`src/sv/ecsf_pkg.sv`:
```
// ----------------------------------------------------------------------------
// ecsf_pkg: shared definitions for the escaped CAN serial framer
// Frame constants, field widths and the controller/datapath interface types.
// ----------------------------------------------------------------------------
`default_nettype none

package ecsf_pkg;

    localparam int MAX_DATA_BYTES = 8;
    localparam int HEADER_BYTES   = 5;
    localparam int FRAME_DEPTH    = HEADER_BYTES + MAX_DATA_BYTES;
    localparam int IDX_W          = $clog2(FRAME_DEPTH);
    localparam int END_W          = $clog2(FRAME_DEPTH + 1);

    localparam int DEV_W  = 6;
    localparam int CLS_W  = 7;
    localparam int NUM_W  = 4;
    localparam int MFG_W  = 8;
    localparam int TYP_W  = 8;
    localparam int LEN_W  = 4;
    localparam int PAY_W  = 8 * MAX_DATA_BYTES;

    localparam int IN_BITS   = DEV_W + CLS_W + NUM_W + MFG_W + TYP_W + LEN_W + PAY_W;
    localparam int IN_DATA_W = ((IN_BITS + 7) / 8) * 8;

    localparam logic [7:0] START_BYTE = 8'hFF;
    localparam logic [7:0] ESC_BYTE   = 8'hFE;
    localparam logic [7:0] ESC_FOR_FE = 8'hFD;
    localparam logic [7:0] LEN_OFFSET = 8'd4;

    typedef struct packed {
        logic [DEV_W-1:0] device_number;
        logic [CLS_W-1:0] api_class;
        logic [NUM_W-1:0] api_number;
        logic [MFG_W-1:0] manufacturer;
        logic [TYP_W-1:0] device_type;
        logic [LEN_W-1:0] data_length;
        logic [PAY_W-1:0] payload;
    } t_msg;

    typedef enum logic [2:0] {
        EMIT_NONE     = 3'd0,
        EMIT_START    = 3'd1,
        EMIT_BYTE     = 3'd2,
        EMIT_ESC_LEAD = 3'd3,
        EMIT_ESC_CODE = 3'd4
    } t_emit;

    typedef struct packed {
        logic  load;
        t_emit emit;
        logic  advance;
    } t_cmd;

    typedef struct packed {
        logic slot_free;
        logic special;
        logic fin;
    } t_status;

endpackage

`default_nettype wire

```
`src/sv/ecsf_ctrl.sv`:
```
// ----------------------------------------------------------------------------
// ecsf_ctrl: framer controller
// Holds the link enable and sequences start byte, frame bytes and escapes.
// ----------------------------------------------------------------------------
`default_nettype none

module ecsf_ctrl (
    input  wire              i_clk,
    input  wire              i_rst_n,
    input  wire              i_cfg_valid,
    input  wire              i_cfg_data,
    input  wire              i_in_valid,
    output logic             o_in_ready,
    input  ecsf_pkg::t_status i_status,
    output ecsf_pkg::t_cmd   o_cmd
);

    typedef enum logic [3:0] {
        ST_IDLE  = 4'b0001,
        ST_START = 4'b0010,
        ST_DATA  = 4'b0100,
        ST_ESC   = 4'b1000
    } t_state;

    t_state r_state, n_state;
    logic   r_link_enabled;

    always_ff @(posedge i_clk) begin
        if (!i_rst_n) begin
            r_state        <= ST_IDLE;
            r_link_enabled <= 1'b0;
        end else begin
            r_state <= n_state;
            if (i_cfg_valid) begin
                r_link_enabled <= i_cfg_data;
            end
        end
    end

    always_comb begin
        n_state       = r_state;
        o_in_ready    = 1'b0;
        o_cmd.load    = 1'b0;
        o_cmd.emit    = ecsf_pkg::EMIT_NONE;
        o_cmd.advance = 1'b0;
        unique case (r_state)
            ST_IDLE: begin
                o_in_ready = 1'b1;
                // drop the word when the link is closed
                if (i_in_valid && r_link_enabled) begin
                    o_cmd.load = 1'b1;
                    n_state    = ST_START;
                end
            end
            ST_START: begin
                if (i_status.slot_free) begin
                    o_cmd.emit = ecsf_pkg::EMIT_START;
                    n_state    = ST_DATA;
                end
            end
            ST_DATA: begin
                if (i_status.slot_free) begin
                    if (i_status.special) begin
                        o_cmd.emit = ecsf_pkg::EMIT_ESC_LEAD;
                        n_state    = ST_ESC;
                    end else begin
                        o_cmd.emit    = ecsf_pkg::EMIT_BYTE;
                        o_cmd.advance = !i_status.fin;
                        n_state       = i_status.fin ? ST_IDLE : ST_DATA;
                    end
                end
            end
            ST_ESC: begin
                if (i_status.slot_free) begin
                    o_cmd.emit    = ecsf_pkg::EMIT_ESC_CODE;
                    o_cmd.advance = !i_status.fin;
                    n_state       = i_status.fin ? ST_IDLE : ST_DATA;
                end
            end
            default: begin
                n_state = ST_IDLE;
            end
        endcase
    end

endmodule

`default_nettype wire

```
`src/sv/ecsf_datapath.sv`:
```
// ----------------------------------------------------------------------------
// ecsf_datapath: framer datapath
// Frame byte store, byte index, escape selection and the output register.
// ----------------------------------------------------------------------------
`default_nettype none

module ecsf_datapath (
    input  wire                i_clk,
    input  wire                i_rst_n,
    input  ecsf_pkg::t_msg     i_msg,
    input  ecsf_pkg::t_cmd     i_cmd,
    output ecsf_pkg::t_status  o_status,
    output logic               o_out_valid,
    input  wire                i_out_ready,
    output logic [7:0]         o_out_byte,
    output logic               o_out_last
);

    logic [7:0]                   r_frame [ecsf_pkg::FRAME_DEPTH];
    logic [ecsf_pkg::IDX_W-1:0]   r_idx;
    logic [ecsf_pkg::END_W-1:0]   r_end;
    logic                         r_out_valid;
    logic [7:0]                   r_out_byte;
    logic                         r_out_last;

    logic [ecsf_pkg::LEN_W-1:0]   n_len;
    logic [31:0]                  n_ident;
    logic [7:0]                   cur_byte;
    logic [ecsf_pkg::END_W-1:0]   idx_next;
    logic                         cur_fin;

    always_comb begin
        if (i_msg.data_length > ecsf_pkg::LEN_W'(ecsf_pkg::MAX_DATA_BYTES)) begin
            n_len = ecsf_pkg::LEN_W'(ecsf_pkg::MAX_DATA_BYTES);
        end else begin
            n_len = i_msg.data_length;
        end
        // api class bit 6 and manufacturer bit 0 share identifier bit 16
        n_ident = {26'd0, i_msg.device_number}
                | {22'd0, i_msg.api_number, 6'd0}
                | {15'd0, i_msg.api_class, 10'd0}
                | {8'd0, i_msg.manufacturer, 16'd0}
                | {i_msg.device_type, 24'd0};
    end

    assign cur_byte = r_frame[r_idx];
    assign idx_next = ecsf_pkg::END_W'(r_idx) + ecsf_pkg::END_W'(1);
    assign cur_fin  = (idx_next == r_end);

    assign o_status.slot_free = !r_out_valid || i_out_ready;
    assign o_status.special   = (cur_byte == ecsf_pkg::START_BYTE)
                             || (cur_byte == ecsf_pkg::ESC_BYTE);
    assign o_status.fin       = cur_fin;

    always_ff @(posedge i_clk) begin
        if (i_cmd.load) begin
            r_frame[0] <= 8'(n_len) + ecsf_pkg::LEN_OFFSET;
            for (int k = 0; k < 4; k++) begin
                r_frame[1 + k] <= n_ident[8*k +: 8];
            end
            for (int k = 0; k < ecsf_pkg::MAX_DATA_BYTES; k++) begin
                r_frame[ecsf_pkg::HEADER_BYTES + k] <= i_msg.payload[8*k +: 8];
            end
            r_end <= ecsf_pkg::END_W'(ecsf_pkg::HEADER_BYTES) + ecsf_pkg::END_W'(n_len);
        end
    end

    always_ff @(posedge i_clk) begin
        if (!i_rst_n) begin
            r_idx       <= '0;
            r_out_valid <= 1'b0;
        end else begin
            if (i_cmd.load) begin
                r_idx <= '0;
            end else if (i_cmd.advance) begin
                r_idx <= ecsf_pkg::IDX_W'(idx_next);
            end
            if (i_cmd.emit != ecsf_pkg::EMIT_NONE) begin
                r_out_valid <= 1'b1;
            end else if (i_out_ready) begin
                r_out_valid <= 1'b0;
            end
        end
    end

    always_ff @(posedge i_clk) begin
        unique case (i_cmd.emit)
            ecsf_pkg::EMIT_START: begin
                r_out_byte <= ecsf_pkg::START_BYTE;
                r_out_last <= 1'b0;
            end
            ecsf_pkg::EMIT_BYTE: begin
                r_out_byte <= cur_byte;
                r_out_last <= cur_fin;
            end
            ecsf_pkg::EMIT_ESC_LEAD: begin
                r_out_byte <= ecsf_pkg::ESC_BYTE;
                r_out_last <= 1'b0;
            end
            ecsf_pkg::EMIT_ESC_CODE: begin
                r_out_byte <= (cur_byte == ecsf_pkg::START_BYTE) ? ecsf_pkg::ESC_BYTE
                                                                  : ecsf_pkg::ESC_FOR_FE;
                r_out_last <= cur_fin;
            end
            default: begin
                // hold the word
                r_out_byte <= r_out_byte;
                r_out_last <= r_out_last;
            end
        endcase
    end

    assign o_out_valid = r_out_valid;
    assign o_out_byte  = r_out_byte;
    assign o_out_last  = r_out_last;

endmodule

`default_nettype wire

```
`src/sv/escaped_can_serial_framer.sv`:
```
// ----------------------------------------------------------------------------
// escaped_can_serial_framer: CAN message to escaped serial byte stream
// Packs the identifier and streams 0xFF, length, id and payload, escaped.
// ----------------------------------------------------------------------------
// Usage:
//   s_axis carries one CAN message per word (id fields, length, payload).
//   m_axis carries the frame one byte per word; tlast marks the final byte.
//   The cfg channel writes link_enabled; it is always ready and should be
//   written only while no frame is in flight.
//   A message is taken only while the controller is idle. With the link
//   closed it is taken and dropped, and nothing is sent.
//   After acceptance, ST_START loads the start byte once the output is free.
//   Throughput: a frame of N output bytes (6 to 26) holds the input until
//   its last byte is emitted; the limit is the single output byte register,
//   one byte per cycle while m_axis is ready. The next message may be taken
//   while the last byte still waits in the output register.
//   When m_axis stalls, the sequencer holds and the byte on the port stays.
//   Reset clears the state machine, the byte index, the output valid and
//   the link enable; the frame byte store is not cleared.
// ----------------------------------------------------------------------------
`default_nettype none

module escaped_can_serial_framer (
    input  wire                             i_clk,
    input  wire                             i_rst_n,
    input  wire                             i_cfg_valid,
    output logic                            o_cfg_ready,
    input  wire                             i_cfg_data,
    input  wire                             s_axis_tvalid,
    output logic                            s_axis_tready,
    // device_number, api_class, api_number, manufacturer, device_type,
    // data_length, payload, zero fill
    input  wire [ecsf_pkg::IN_DATA_W-1:0]   s_axis_tdata,
    output logic                            m_axis_tvalid,
    input  wire                             m_axis_tready,
    // out_byte
    output logic [7:0]                      m_axis_tdata,
    output logic                            m_axis_tlast
);

    ecsf_pkg::t_msg    msg;
    ecsf_pkg::t_cmd    cmd;
    ecsf_pkg::t_status status;

    assign o_cfg_ready = 1'b1;

    assign msg.device_number = s_axis_tdata[5:0];
    assign msg.api_class     = s_axis_tdata[12:6];
    assign msg.api_number    = s_axis_tdata[16:13];
    assign msg.manufacturer  = s_axis_tdata[24:17];
    assign msg.device_type   = s_axis_tdata[32:25];
    assign msg.data_length   = s_axis_tdata[36:33];
    assign msg.payload       = s_axis_tdata[36 + ecsf_pkg::PAY_W:37];

    ecsf_ctrl u_ctrl (
        .i_clk      (i_clk),
        .i_rst_n    (i_rst_n),
        .i_cfg_valid(i_cfg_valid),
        .i_cfg_data (i_cfg_data),
        .i_in_valid (s_axis_tvalid),
        .o_in_ready (s_axis_tready),
        .i_status   (status),
        .o_cmd      (cmd)
    );

    ecsf_datapath u_datapath (
        .i_clk      (i_clk),
        .i_rst_n    (i_rst_n),
        .i_msg      (msg),
        .i_cmd      (cmd),
        .o_status   (status),
        .o_out_valid(m_axis_tvalid),
        .i_out_ready(m_axis_tready),
        .o_out_byte (m_axis_tdata),
        .o_out_last (m_axis_tlast)
    );

endmodule

`default_nettype wire

```
`config.mk`:
```
export PLATFORM = sky130hd
export DESIGN_NAME = escaped_can_serial_framer
export DESIGN_NICKNAME = d
export VERILOG_FILES = /design/src/sv/ecsf_pkg.sv /design/src/sv/ecsf_ctrl.sv /design/src/sv/ecsf_datapath.sv /design/src/sv/escaped_can_serial_framer.sv
export SDC_FILE = /design/constraint.sdc
export NUM_CORES = 1
export LEC_CHECK = 0
export BUFFER_PORTS_ARGS = -buffer_cell sky130_fd_sc_hd__buf_2
export CAP_MARGIN = 40
export CORE_MARGIN = 4
export CORE_UTILIZATION = 50
export DETAILED_ROUTE_END_ITERATION = 8
export GPL_TIMING_DRIVEN = 0
export HOLD_SLACK_MARGIN = 0.08
export PLACE_DENSITY = 0.77
export SYNTH_ARGS = -nofsm -noshare
export SYNTH_HDL_FRONTEND = slang
export SYNTH_HIERARCHICAL = 1
export SYNTH_SLANG_ARGS = --single-unit
export TNS_END_PERCENT = 10
```
`constraint.sdc`:
```
create_clock -name i_clk -period 6.39 [get_ports i_clk]
set_clock_uncertainty 0.2 [all_clocks]
set_input_delay 0 -clock i_clk [delete_from_list [all_inputs] [get_ports i_clk]]
set_output_delay 0 -clock i_clk [all_outputs]
set_load 0.005 [all_outputs]
```
==> results.ini, run 1 <==
[yosys]
synth_area_um2=5290
ys_seq_area_frac=0.700
synthFlopType=edfxtp_1
synth-edff-count=114
synth_fp_nets=420
synthTopCellsByCount=114 x edfxtp_1, 22 x nand2_1, 20 x nor2_1
synthArstFlopShare=0
yosysMostFrequentCell=edfxtp_1
yosys_warnings=6
synth_seq_cells=128
yosys.area.top_type=edfxtp_1
synth_top_cell_area_share=0.647
avgSynthCellArea_um2=17.2
synthCells=308
synth.top_cells.by_area=edfxtp_1 65%, mux4_2 5.5%, dfxtp_1 5.3%
synth_cell_types=58

[clocking]
postCtsResizedCells=0
clockBufferDepth=2
cts_buffers=17
cts_hold_buf=120
htreeDepth=4
cts.sinks=128
postCtsSetupBuffers=0
root_buffer=clkbuf_8

[place]
globalplace.congestion=0.802
place_hpwl_um=7210
io_buffers=117
placed_area_um2=6070
dp.cells=562

[die]
initial_core_util=0.513
rows=37
die_w_um=111
die_h_um=111
ios=122

[run_status]
error_line=[ERROR RSZ-0060] Max buffer count reached.
status=stopped before the end
lastStage=clock tree synthesis

stage by stage:
step | utilization | hold slack (ns) | setup WS [ns]
3_3_place_gp | 0.586 | -0.0239 | 1.74
2_1_floorplan | - | -0.122 | 2.51
3_5_place_dp | 0.588 | -0.0219 | 1.63
kinds of logic after synthesis:
| kind of cell | synth area share |
|---|---|
| DFF | 0.700 |
| muxes | 0.120 |
| xor gates and xnor gates | 0.0232 |
| buffers and inverters | 0.0244 |
| and+or+nand+nor | 0.0797 |
| adders and majority gates | 0.00473 |
| other | 0.00142 |
| AOI/OAI and AO/OA | 0.0468 |
==> run 2, diff against run 1 <==
Settings changed: CORE_UTILIZATION 50 to 35, HOLD_SLACK_MARGIN 0.08 to default, PLACE_DENSITY 0.77 to default, PLACE_DENSITY_LB_ADDON from default to 0.15.
==> run 2 against run 1 <==
Net effect:
- the run now ends clean
- synthesized cell count is the same
- area after synthesis is the same
==> results.ini, run 2 <==
[die]
dieArea_um2=17100
ios=122  ; unchanged
core_um2=14600
initial_core_util=0.361  ; -0.151
die_h_um=131  ; +18%
rows=44  ; +19%
die_w_um=131  ; +18%

[yosys]
synth-edff-count=114  ; unchanged
synth_seq_cells=128  ; unchanged
ys_seq_area_frac=0.700  ; unchanged
synth_cell_types=58  ; unchanged
yosys_warnings=6  ; unchanged
synthArstFlopShare=0  ; unchanged
synthCells=308  ; unchanged
avgSynthCellArea_um2=17.2  ; unchanged
synth.top_cells.by_area=edfxtp_1 65%, mux4_2 5.5%, dfxtp_1 5.3%
synth_area_um2=5290  ; unchanged
synthFlopType=edfxtp_1
synthTopCellsByCount=114 x edfxtp_1, 22 x nand2_1, 20 x nor2_1
yosysMostFrequentCell=edfxtp_1
synth_fp_nets=420  ; unchanged
synth_top_cell_area_share=0.647  ; unchanged
yosys.area.top_type=edfxtp_1

[finish]
final_common_cell=buf_2
regMostFlops=u_datapath/r_frame
finalNonFillerCells=752
largest_reg_flops=101
utilization=0.536
layout_common_cells=121 x buf_2, 114 x edfxtp_1, 110 x dlygate4sd3_1
areaGrowthSynthToFinish_pct=48.2
fillers=1200
drive_gt1_frac=0.335
nets=668
n_antenna_cell=0
fin_area_um2=7840

[setup_path]
critPathBufInv=2
crit_path_cell_trace=buf_6, buf_2, a22oi_1, a211o_1, or4_4, nor2_1, and2b_2, mux2i_1, nor4b_1, nor2_1, xnor2_1
worst-setup-path-type=reg -> reg
cp_top_family=simple AND/OR/NAND/NOR gates
rrSetupSlack_ns=1.63
startpoint_type=flop
crit_path_frequent_cell=nor2_1
crit_path_end_kind=flop
critical_path_required_ns=6.22
critPathMaxStageDelay_ns=0.71
worst-path-max-fanout=10
reg2regPathDepth=11
crit_slowest_cell=nor4b_1
r2r-end=u_datapath/o_out_byte[4]
cp.arrival_ns=4.59

[routing]
wl_um=12300
drcViolationCount=0
firstDrtPassIters=4
via_per_inst=4.61
route.vias.total=3464
detail-route-antenna-nets=0
avgRoutedWirePerCell_um=16.4
drt_iter0_markers=186

[power_and_ir_drop]
powerDensity_nw_per_um2=259
leakage_uw=0.00284
switchingPower_uw=403
power.share.clock=0.478
irDropWorstVdd_mv=0.204
sw_frac_of_total=0.199
seqPwrFrac=0.463
combPwrFrac=0.060
power.internal_uw=1620

[worst_hold_path]
hold_path_depth=2
hold_start=s_axis_tvalid
worstHoldEndpoint=u_datapath/r_frame[0][1]
hold_path.class=in -> reg

[place]
globalplace.congestion=0.764  ; -4.8%
place_hpwl_um=7860  ; +9.0%
io_buffers=117  ; unchanged
placed_area_um2=6150  ; +1.3%
dp.cells=611  ; +8.7%

[sta]
max_freq_ghz=0.210
setup_violations=0
fin_setup_tns_ns=0
drv_slew=0
hold_viol_final=0
slew_headroom=0.423
fin_crit_sh=0.745
worst_pin_slew_ns=0.853
rsz0062_at_grt=false
min_period_ns=4.76

[run]
drv_cap=0

[global_route]
grt_pass1_wl_um=19100
grt_max_degree=41
antenna_found_initial=0
grt_overflow=0
grt_usage=0.152
grt_pass1_vias=3759

[clocking]
htreeDepth=4  ; unchanged
cts_buffers=17  ; unchanged
cts.sinks=128  ; unchanged
clockBufferDepth=2  ; unchanged
postCtsResizedCells=0  ; unchanged
cts_tree=yes
clkTransAtPathRegs_ns=0.05
insertion_delay_ns=0.41
root_buffer=clkbuf_16

[run_status]
status=completed

==> run 2: cell counts after synthesis <==
No cell type changed its count.
==> run 2: worst max path at each step <==
stage | endpoint | slack, ns | cells after the start
floorplan | u_datapath/o_out_byte[0] | 2.51 | 11
global placement | u_datapath/o_out_byte[7] | 1.66 | 11
detailed placement | u_datapath/o_out_byte[7] | 1.61 | 11
CTS | u_datapath/o_out_byte[4] | 1.58 | 11
global route | u_datapath/o_out_byte[4] | 1.25 | 11
finish | u_datapath/o_out_byte[4] | 1.63 | 11
==> run 2: what timing repair did <==
action,in CTS,in global routing
hold endpoints to repair,118,0
hold buffers,110,0
setup buffers,0,0
==> run 2: power by group through the flow <==
stage / Clock, uW / Combinational (uW) / Sequential (uW)
6_report: 969 / 121 / 938
3_5_place_dp: 0 / 68.2 / 956
3_3_place_gp: 0 / 64.4 / 956
2_1_floorplan: 0 / 24.0 / 954
5_1_grt: 1030 / 132 / 939
4_1_cts: 989 / 120 / 938
==> run 2: metal layers <==
layer	global-route usage	part of all wire
met5	0	0
met1	0.186	0.43
met3	0.0504	0.050
met4	0.0502	0.011
met2	0.254	0.51
==> run 2: metrics by stage <==
stage | power [uW] | hold slack [ns] | setup WS, ns
after floorplan | 978 | -0.122 | 2.51
after global placement | 1020 | -0.0239 | 1.66
after detailed placement | 1020 | -0.0219 | 1.61
after CTS | 2050 | 0.0248 | 1.58
after global routing | 2100 | 0.0281 | 1.25
final | 2030 | 0.0326 | 1.63
==> run 2: kinds of logic after synthesis <==
kind of cell / synth area share
AOI/OAI and AO/OA: 0.0468
xor gates and xnor gates: 0.0232
adders and majority gates: 0.00473
buffers and inverters: 0.0244
DFF: 0.700
muxes: 0.120
other: 0.00142
and+or+nand+nor: 0.0797
==> run 2: area by class of cell <==
type / count / area, um^2 / share of cell area
sequential: 128 / 3700 / 0.472
timing repair buffer: 229 / 1730 / 0.220
multi-input combinational: 161 / 1460 / 0.186
clock buffer: 18 / 429 / 0.0547
tap: 184 / 230 / 0.0294
clock inverter: 13 / 165 / 0.0211
buffer: 13 / 106 / 0.0136
inverter: 6 / 22.5 / 0.00287
No activity file was read; power rests on OpenSTA's default activity.
==> run 3, diff against run 2 <==
Clock period 6.39 ns to 4.6 ns, I/O delays scaled along.
==> run 3 against run 2 <==
Net effect:
- sequential power rose by 39%
- worst setup slack got worse by 1.3 ns
- clock power rose by 38%
- count of clock-buffer cells in the layout did not move
- utilization rose by 0.10 points
- fmax rose by 12%
- critical path type unchanged
- highest routed layer unchanged
==> results.ini, run 3 (synthesis results as in run 2) <==
[routing]
wl_um=12400  ; +0.15%
drt_iter0_markers=152  ; -18%
firstDrtPassIters=4  ; unchanged
drcViolationCount=0  ; unchanged
via_per_inst=4.60  ; -0.14%
detail-route-antenna-nets=0  ; unchanged
avgRoutedWirePerCell_um=16.4  ; +0.15%
route.vias.total=3459  ; -0.14%

[place]
dp.cells=611  ; unchanged
placed_area_um2=6150  ; unchanged
place_hpwl_um=7860  ; unchanged
io_buffers=117  ; unchanged
globalplace.congestion=0.764  ; unchanged

[power_and_ir_drop]
irDropWorstVdd_mv=0.283  ; +38%
leakage_uw=0.00285  ; +0.51%
powerDensity_nw_per_um2=358  ; +39%

[finish]
regMostFlops=u_datapath/r_frame
n_antenna_cell=0  ; unchanged
largest_reg_flops=101  ; unchanged
multi_input_area_um2=1470  ; +0.94%
regArea_um2=3700  ; unchanged
drive_gt1_frac=0.340  ; +0.00528
nets=668  ; unchanged
fillers=1197  ; -0.25%
layout_common_cells=121 x buf_2, 114 x edfxtp_1, 110 x dlygate4sd3_1
areaGrowthSynthToFinish_pct=48.5
fin_area_um2=7860  ; +0.19%
finalNonFillerCells=752  ; unchanged
final_common_cell=buf_2

[sta]
min_period_ns=4.23  ; -0.526 ns
worst_pin_slew_ns=0.588  ; -0.265 ns
rsz0062_at_grt=false
slew_headroom=0.605  ; +0.182
setup_violations=0  ; unchanged
hold_viol_final=0  ; unchanged
drv_slew=0  ; unchanged
max_freq_ghz=0.236  ; +12%
fin_crit_sh=0.921  ; +0.176

[worst_hold_path]
worstHoldEndpoint=u_datapath/r_frame[0][1]
hold_path.class=in -> reg
hold_path_depth=2  ; unchanged
hold_start=s_axis_tvalid

[clocking]
cts_tree=yes
cts.sinks=128  ; unchanged
postCtsSetupBuffers=0  ; unchanged
clockBufferDepth=2  ; unchanged
root_buffer=clkbuf_16
clkTransAtPathRegs_ns=0.06  ; about the same
insertion_delay_ns=0.41  ; about the same
cts_buffers=17  ; unchanged
htreeDepth=4  ; unchanged

[setup_path]
worst-path-max-fanout=10  ; unchanged
cp_top_family=simple AND/OR/NAND/NOR gates
r2r-end=u_datapath/o_out_byte[0]
crit_path_end_kind=flop
crit_path_cell_trace=buf_6, buf_8, buf_2, mux4_2, mux2i_1, nor2_1, a2bb2oi_1, nor2_1, and2b_2, mux2i_1, nor4b_2, nor2_1, nand2_1, a211o_1, o31a_1
crit_slowest_cell=mux4_2
cp.arrival_ns=4.19  ; -0.40 ns
crit_path_frequent_cell=nor2_1
critPathMaxStageDelay_ns=0.55  ; -0.16 ns
rrSetupSlack_ns=0.37  ; -1.26 ns
startpoint_type=flop
critical_path_required_ns=4.56  ; -1.66 ns
critPathBufInv=3  ; +1
worst-setup-path-type=reg -> reg
reg2regPathDepth=15  ; +4

[die]
die_h_um=131  ; unchanged
core_um2=14600  ; unchanged
rows=44  ; unchanged
die_w_um=131  ; unchanged
ios=122  ; unchanged
dieArea_um2=17100  ; unchanged
initial_core_util=0.361  ; unchanged

[run]
drv_cap=0  ; unchanged

[global_route]
grt_pass1_vias=3759  ; unchanged
grt_pass1_wl_um=19100  ; unchanged
grt_max_degree=41  ; unchanged
antenna_found_initial=0  ; unchanged
grt_usage=0.152  ; unchanged
grt_overflow=0  ; unchanged

[run_status]
status=completed

[run 3: through the flow]
step | hold slack [ns] | total power [uW] | utilization | TNS (ns) | setup WS, ns
after CTS | 0.0248 | 2840 | 0.536 | 0 | 0.0277
after detailed placement | -0.0219 | 1420 | 0.420 | -1.44 | -0.180
final | 0.0295 | 2820 | 0.537 | 0 | 0.365
after global routing | 0.0281 | 2920 | 0.537 | 0 | 0.0685
after floorplan | -0.122 | 1360 | - | 0 | 0.720
after global placement | -0.0239 | 1420 | 0.417 | -1.08 | -0.135
[run 3: worst max path at each step]
stage                     slack (ns)  cells after the start                        to  from
after floorplan                 0.72                     11  u_datapath/o_out_byte[0]  flop
after global placement         -0.13                     11  u_datapath/o_out_byte[7]  flop
after detailed placement       -0.18                     11  u_datapath/o_out_byte[7]  flop
after CTS                       0.03                     11  u_datapath/o_out_byte[4]  flop
after global routing            0.07                     15  u_datapath/o_out_byte[0]  flop
final                           0.37                     15  u_datapath/o_out_byte[0]  flop
[run 3: final cells by class]
class	count	share of cell area
multi-input cells	161	0.187
clock buffers	18	0.0546
inverters	6	0.00287
clock inverters	13	0.0210
repair buffers	229	0.220
plain buffers	13	0.0137
flip-flops and latches	128	0.471
well taps	184	0.0293
[run 3: report_power, final]
part	leakage [uW]	switching, uW	internal [uW]	total (uW)
Combinational	0.00145	56.5	112	168
Sequential	0.00112	7.42	1300	1300
Clock	0.000280	494	850	1340
[run 3: routing by layer]
metal	part of all wire	GRT usage	routed length, um
met5	0	0	0
met4	0.011	0.0502	140
met3	0.044	0.0504	547
met2	0.51	0.254	6300
met1	0.44	0.186	5380
[run 3: timing repair]
item                                    in CTS  in global routing
hold endpoints to repair                   118                  0
endpoints found under the setup margin       8                 10
gates resized for setup                      1                  2
hold buffers                               110                  0
